**config.mk**
```make
export PLATFORM = sky130hd
export DESIGN_NAME = lz4d_front
export DESIGN_NICKNAME = d
export VERILOG_FILES = /design/src/hdl/lz4d_pkg.sv /design/src/hdl/lz4d_front.sv
export SDC_FILE = /design/constraint.sdc
export NUM_CORES = 1
export LEC_CHECK = 0
export CORE_ASPECT_RATIO = 1.25
export CORE_MARGIN = 4
export CORE_UTILIZATION = 54
export CTS_BUF_LIST = sky130_fd_sc_hd__clkbuf_8 sky130_fd_sc_hd__clkbuf_16
export CTS_CLUSTER_SIZE = 12
export DETAILED_ROUTE_END_ITERATION = 6
export DONT_BUFFER_PORTS = 1
export MAX_ROUTING_LAYER = met4
export PLACE_DENSITY = 0.69
export SLEW_MARGIN = 5
export SYNTH_ARGS = -nofsm -noshare
export SYNTH_HDL_FRONTEND = slang
export SYNTH_SLANG_ARGS = --single-unit
```
**constraint.sdc**
```tcl
create_clock -name clk -period 2.15 [get_ports clk]
set_clock_uncertainty 0.05 [all_clocks]
set_input_delay 0.3225 -clock clk [delete_from_list [all_inputs] [get_ports clk]]
set_output_delay 0.3225 -clock clk [all_outputs]
set_load 0.01 [all_outputs]
```
**src/hdl/lz4d_pkg.sv**
```systemverilog
// Types, constants and codes shared by the LZ4 block decompressor
package lz4d_pkg;

    localparam int HISTORY_BYTES = 65536;
    localparam int HIST_AW       = $clog2(HISTORY_BYTES);
    localparam int LEN_W         = 17;
    localparam logic [LEN_W-1:0] LEN_MAX = 17'h1FFFF;
    localparam logic [LEN_W-1:0] CAP_MAX = 17'd65536;
    localparam logic [LEN_W-1:0] HIST_LIMIT = LEN_W'(HISTORY_BYTES);
    localparam logic [3:0] NIBBLE_ESC = 4'd15;
    localparam logic [7:0] BYTE_ESC   = 8'd255;
    localparam logic [LEN_W-1:0] MATCH_MIN = 17'd4;

    localparam logic [1:0] KIND_PUSH  = 2'd0;
    localparam logic [1:0] KIND_PULL  = 2'd1;
    localparam logic [1:0] KIND_BEGIN = 2'd2;

    typedef enum logic [1:0] {
        OP_PUSH,
        OP_PULL,
        OP_BEGIN,
        OP_NOP
    } op_t;

    typedef enum logic [3:0] {
        PH_TOKEN,
        PH_LITEXT,
        PH_LIT,
        PH_OFFLO,
        PH_OFFHI,
        PH_MEXT,
        PH_MATCH,
        PH_DONE
    } phase_t;

    typedef struct packed {
        logic [1:0] kind;
        logic [7:0] data_byte;
        logic       last_byte;
    } item_t;

    typedef struct packed {
        logic              out_valid;
        logic [7:0]        out_byte;
        logic              accepted;
        logic              finished;
        logic              error_flag;
        logic [LEN_W-1:0]  written_total;
    } result_t;

    typedef struct packed {
        op_t        op;
        logic [7:0] data_byte;
        logic       last_byte;
    } cmd_t;

    typedef struct packed {
        logic valid;
        cmd_t cmd;
    } head_t;

endpackage

```
**src/hdl/lz4d_front.sv**
```systemverilog
// Input acceptance, command classification and two-entry command queue
module lz4d_front (
    input  logic                 clk,
    input  logic                 rst_n,
    input  logic                 item_valid,
    output logic                 item_ready,
    input  lz4d_pkg::item_t      item,
    output lz4d_pkg::head_t      head,
    input  logic                 pop
);

    lz4d_pkg::cmd_t q_reg [2];
    lz4d_pkg::cmd_t new_cmd;
    logic [1:0]     count_reg;
    logic [1:0]     count_next;
    logic           push;
    logic           do_pop;

    always_comb
    begin
        case (item.kind)
            lz4d_pkg::KIND_PUSH:  new_cmd.op = lz4d_pkg::OP_PUSH;
            lz4d_pkg::KIND_PULL:  new_cmd.op = lz4d_pkg::OP_PULL;
            lz4d_pkg::KIND_BEGIN: new_cmd.op = lz4d_pkg::OP_BEGIN;
            default:              new_cmd.op = lz4d_pkg::OP_NOP;
        endcase
        new_cmd.data_byte = item.data_byte;
        new_cmd.last_byte = item.last_byte;
    end

    assign item_ready = (count_reg != 2'd2);
    assign push       = item_valid && item_ready;
    assign do_pop     = pop && (count_reg != 2'd0);
    assign head.valid = (count_reg != 2'd0);
    assign head.cmd   = q_reg[0];

    always_comb
    begin
        count_next = count_reg;
        if (push && !do_pop)
        begin
            count_next = count_reg + 2'd1;
        end
        else if (!push && do_pop)
        begin
            count_next = count_reg - 2'd1;
        end
    end

    always_ff @(posedge clk or negedge rst_n)
    begin
        if (!rst_n)
        begin
            count_reg <= 2'd0;
        end
        else
        begin
            count_reg <= count_next;
        end
    end

    // shift on pop, fill the first free slot on push
    always_ff @(posedge clk)
    begin
        if (push && count_next == 2'd1)
        begin
            q_reg[0] <= new_cmd;
        end
        else if (do_pop)
        begin
            q_reg[0] <= q_reg[1];
        end
        if (push && count_next == 2'd2)
        begin
            q_reg[1] <= new_cmd;
        end
    end

endmodule

```
==> results of run 1 <==
-- per-layer routing --
layer | wire length (µm) | up-vias | GRT usage, %
met2 | 754 | 15 | 16.94
met1 | 581 | 225 | 11.57
met4 | 8 | 0 | 5.769
li1 | - | 227 | -
met5 | 0 | - | -
met3 | 65 | 2 | 3.023
-- cells in the mapped netlist --
master | n | share of area, %
a21oi_1 | 2 | 0.88
a31oi_4 | 1 | 1.9
buf_4 | 11 | 7.3
buf_6 | 1 | 0.99
clkbuf_1 | 2 | 0.66
dfrtp_1 | 2 | 4.4
edfxtp_1 | 22 | 58
ha_1 | 2 | 2.2
inv_1 | 4 | 1.3
maj3_1 | 1 | 0.88
mux2_2 | 1 | 0.99
mux2_4 | 10 | 13
nand2_1 | 1 | 0.33
nand2b_4 | 1 | 1.2
nand3_1 | 2 | 0.88
nor2b_1 | 1 | 0.55
nor2b_4 | 1 | 1.2
o21ai_0 | 1 | 0.44
o22ai_1 | 1 | 0.55
o31ai_1 | 1 | 0.66
xnor2_1 | 2 | 1.5
-- per-stage QoR --
step | total power [mW] | cell area, µm²
2_1_floorplan | 1.342 | 1144
3_3_place_gp | 1.362 | 1110
3_5_place_dp | 1.376 | 1110
4_1_cts | 1.634 | 1165
5_1_grt | 1.714 | 1165
6_report | 1.613 | 1165
-- what timing repair did --
item | CTS | global route
endpoints found under the setup margin | 0 | 0
hold endpoints to repair | 2 | 0
hold buffers | 1 | 0
gates resized for setup | 0 | 0
-- power by group through the flow --
stage / Clock [mW] / Sequential (mW) / Combinational, mW
floorplan: 0 / 0.768 / 0.574
global placement: 0 / 0.815 / 0.547
detailed placement: 0 / 0.820 / 0.556
CTS: 0.263 / 0.809 / 0.562
global route: 0.281 / 0.816 / 0.617
finish: 0.254 / 0.805 / 0.555
-- cells by family after synthesis --
| family | count (synthesis) | synth area share, % |
|---|---|---|
| compound gates | 6 | 4.396 |
| xor+xnor | 2 | 1.539 |
| fa+ha+maj | 3 | 3.077 |
| buf+inv | 18 | 10.22 |
| flops | 24 | 62.42 |
| mux | 11 | 14.18 |
| simple gates | 6 | 4.175 |
-- worst min-delay path by stage --
stage	to	slack (ps)	cells after the start
global route	q_reg[0][11]	90	0
finish	q_reg[0][20]	110	0
CTS	q_reg[0][21]	100	0
floorplan	count_reg[0]	-20	0
global placement	count_reg[1]	-20	0
detailed placement	count_reg[1]	-20	0
-- worst max-delay path, delay by kind of cell, from the launching register on --
kind	cells	cell delay [ps]
simple gates	1	180
compound gates	1	170
fa+ha+maj	1	230
buf+inv	2	280
mux	1	330
flops	1	390
-- layout make-up --
cell class | instances | area (µm²) | area share (%)
multi-input cells | 28 | 316.6 | 27.18
well taps | 20 | 25.02 | 2.148
clock buffers | 3 | 41.29 | 3.545
repair buffers | 5 | 52.55 | 4.511
inverters | 4 | 15.01 | 1.289
clock inverters | 1 | 3.754 | 0.3222
flip-flops and latches | 24 | 710.7 | 61.01
==> results.cfg, run 1 <==
[timing]
fin_crit_ps = 1880
finalSetupViolations = 0
finalMaxSlewViolations = 0
slew_headroom_pct = 86.62
post-route-period-util_pct = 87.43
final.setup.tns_ps = 0
rsz0062_at_grt = false
fmax_mhz = 532.0
hold_ws_ps = 107.9
hold_viol_final = 0
worstMarginPinSlew_ps = 200.4
finalWorstSetupSlack_ps = 270.2

[clock_network]
path_clk_slew_ps = 80
htreeDepth = 1
clk_latency_ps = 250
cts_sinks = 24
cts_buffer_depth = 2
tritoncts = done
post_cts_buffers = 0
ctsRootBufferMaster = clkbuf_8
cts_buffers = 3

[layout]
stdcell_count = 85
final_common_cell = edfxtp_1
antenna_cells = 0
drive_gt1_share_pct = 33.85
largest_reg_flops = 22
fill_cells = 159
fin_nets = 83
area_delta_synth_final_pct = 2.308
mostFrequentLayoutCells = 22 x edfxtp_1, 10 x mux2_4, 5 x inv_1
fin_util_pct = 58.78

[route]
wire_per_inst_um = 16.56
initialDrtViolationCount = 3
wl_mm = 1.408
drc = 0
vias = 469
viasPerCell = 5.518
antenna_left = 0
dr.pass1.iters = 2

[pwr]
max-vdd-ir-drop_v = 0.0007513
pwr-share-comb_pct = 34.4
power.switching_mw = 0.5001
power.share.switching_pct = 31.00
p_seq_share_pct = 49.9
leakage_nw = 0.4358
cell_internal_pwr_mw = 1.113
p_clk_share_pct = 15.7
power_density_nw_per_um2 = 1385

[run]
drv_cap = 0

[logic_synthesis]
synth-seq-area-share_pct = 62.42
ys_ff_latch = 24
yosysUniqueCellTypes = 21
syn_nets = 87
syn_area_per_cell_um2 = 16.27
netlist_area_um2 = 1139
synth_cells = 70
synth_warnings = 0

[global_route]
grt_overflow = 0
grt_pass1_vias = 490
grt_pass1_wl_mm = 2.228
grt_max_degree = 14
antenna_found_initial = 0
grt_usage_pct = 10.47

[floorplan]
ios = 28
die_x_um = 49.07
coreArea_um2 = 1982
die_h_um = 59.34
num_rows = 18
initial_core_util_pct = 57.45
die_area_um2 = 2912

[placement]
placedCellCount = 80
port_buffers = 0
hpwl_mm = 1.114
gp_congestion = 0.6288
place_ws_ps = 264.8

[setup_path]
start_kind = flop
required_ps = 2110
path_class = flop to flop
r2r-start = count_reg[1]
critPathCaptureType = flop
path_cells = inv_1 > ha_1 > nand2b_4 > a31oi_4 > buf_12 > mux2_2
endpoint = q_reg[0][10]
r2r.worst_path.cells = 6
rr_endpoint = q_reg[0][10]
crit_path_max_incr_delay_ps = 390
startpoint = count_reg[1]
cpMaxStageDelayCell = dfrtp_1
critPathMaxFanout = 11
reg2reg_setup_slack_ps = 270
crit_arrival_ps = 1840

[status]
status = complete, no violations

[hold_path]
hold_start = item[9]
min_path_type = input pin to flop
Power figures use the tool's default switching activity.
==> run 2, diff against run 1 <==
- CELL_PAD_IN_SITES_DETAIL_PLACEMENT: unset -> 0
- CELL_PAD_IN_SITES_GLOBAL_PLACEMENT: unset -> 1
- CORE_UTILIZATION: 54 -> 45
- PLACE_DENSITY: 0.69 -> 0.7
==> run 2 against run 1 <==
  * Cell count up 16%
  * Critical endpoint unchanged
  * Sequential cell count did not move
  * Critical path depth is the same
  * Die area grew 17%
  * Global-route usage down 0.45 points
  * Largest cell class unchanged
  * Power grew 7.4%
  * First-iteration DRC count rose by 67%
  * Combinational power is 3% lower
  * Highest routed layer unchanged
  * Critical path type unchanged
  * Sequential power about the same
  * Clock power up 52%
==> results.cfg, run 2 (synthesized netlist as in run 1, its figures left out) <==
[status]
status = complete, no violations

[setup_path]
startpoint = count_reg[1]
crit_path_max_incr_delay_ps = 390
reg2reg_setup_slack_ps = 280
path_cells = inv_1 > ha_1 > nand2b_4 > a31oi_4 > buf_4 > mux2_2
critPathMaxFanout = 6
endpoint = q_reg[0][10]
critPathCaptureType = flop
cpMaxStageDelayCell = dfrtp_1
r2r.worst_path.cells = 6
rr_endpoint = q_reg[0][10]
start_kind = flop
required_ps = 2120
path_class = flop to flop
r2r-start = count_reg[1]
crit_arrival_ps = 1840

[layout]
area_delta_synth_final_pct = 5.604
mostFrequentLayoutCells = 22 x edfxtp_1, 10 x mux2_4, 5 x buf_4
drive_gt1_share_pct = 36.36
fin_util_pct = 49.54
antenna_cells = 0
fill_cells = 219
largest_reg_flops = 22
final_common_cell = edfxtp_1
fin_nets = 84

[timing]
final.setup.tns_ps = 0
post-route-period-util_pct = 87.09
rsz0062_at_grt = false
fin_crit_ps = 1873
finalMaxSlewViolations = 0
finalSetupViolations = 0
fmax_mhz = 534.0
worstMarginPinSlew_ps = 187.3
slew_headroom_pct = 87.48
hold_viol_final = 0

[clock_network]
htreeDepth = 1
ctsRootBufferMaster = clkbuf_8
clk_latency_ps = 260
cts_sinks = 24
cts_buffers = 3
path_clk_slew_ps = 80
tritoncts = done
cts_buffer_depth = 2

[floorplan]
num_rows = 20
die_h_um = 64.24
die_area_um2 = 3404
die_x_um = 52.99
initial_core_util_pct = 46.91
coreArea_um2 = 2427
ios = 28

[global_route]
grt_usage_pct = 10.02
grt_pass1_wl_mm = 2.311
grt_max_degree = 15
met2_usage_pct = 16.93
antenna_found_initial = 0
grt-busiest-layer = met2
grt_overflow = 0
gr-usage-met1_pct = 10.30
grt_pass1_vias = 513
use_met3_pct = 2.331

[hold_path]
hold_start = item[9]
hold_depth = 0
min_path_type = input pin to flop

[route]
drc = 0
initialDrtViolationCount = 5
vias = 476
viasPerCell = 4.808
dr.pass1.iters = 2
wl_mm = 1.448
wire_per_inst_um = 14.63
antenna_left = 0

[pwr]
leakage_nw = 0.4458
power_density_nw_per_um2 = 1441
max-vdd-ir-drop_v = 0.0008843

[placement]
gp_congestion = 0.7214
port_buffers = 0

[run]
drv_cap = 0
==> run 2: cell count changes in the layout (fill, tap and decap cells not counted), sizes merged <==
cell | previous run | this run
buf | 4 | 5
bufinv | 0 | 1
inv | 5 | 4
==> run 2: final cells by class <==
| type | instances | area, µm² | area share, % |
|---|---|---|---|
| clock buffer | 3 | 41.29 | 3.434 |
| multi-input combinational | 28 | 316.6 | 26.33 |
| tap | 33 | 41.29 | 3.434 |
| sequential | 24 | 710.7 | 59.11 |
| clock inverter | 1 | 30.03 | 2.497 |
| inverter | 4 | 15.01 | 1.249 |
| timing repair buffer | 6 | 47.55 | 3.954 |
==> run 2: metrics by stage <==
| step | area, µm² | worst slack (ps) | std cells | hold slack (ps) | power [mW] |
|---|---|---|---|---|---|
| floorplan | 1144 | 109.8 | 70 | -23.09 | 1.342 |
| global placement | 1121 | 316.7 | 94 | -23.02 | 1.358 |
| detailed placement | 1121 | 270.6 | 94 | -23.02 | 1.367 |
| CTS | 1202 | 259.6 | 99 | 92.12 | 1.758 |
| global route | 1202 | 179.3 | 99 | 83.74 | 1.828 |
| finish | 1202 | 277.5 | 99 | 101.1 | 1.732 |
==> run 2: power by group <==
group	switching, mW	leakage (nW)	internal (mW)
logic	0.278	0.180	0.262
registers	0.0910	0.230	0.715
clock network	0.138	0.0357	0.249
==> run 2: worst min path at each step <==
stage                   endpoint  slack, ps
global placement    count_reg[0]        -20
global route        q_reg[0][20]         80
finish              q_reg[0][20]        100
CTS                 q_reg[0][20]         90
floorplan           count_reg[0]        -20
detailed placement  count_reg[1]        -20
==> run 2: routing by layer <==
layer  routed length [µm]  up-vias
met1                  568      230
met3                   64        2
met2                  803       13
met4                   11        0
li1                     -      231
met5                    0        -
==> run 2: repair_timing <==
action                                  in CTS  in global routing
setup buffers                                0                  0
hold endpoints to repair                     2                  0
gates resized for setup                      0                  0
endpoints found under the setup margin       0                  0
hold buffers                                 1                  0
==> run 2: critical path: cells and delay by family (launching register included) <==
kind	cells	cell delay, ps
simple gates	1	180
flops	1	390
mux	1	340
fa+ha+maj	1	220
compound gates	1	150
buf+inv	2	300
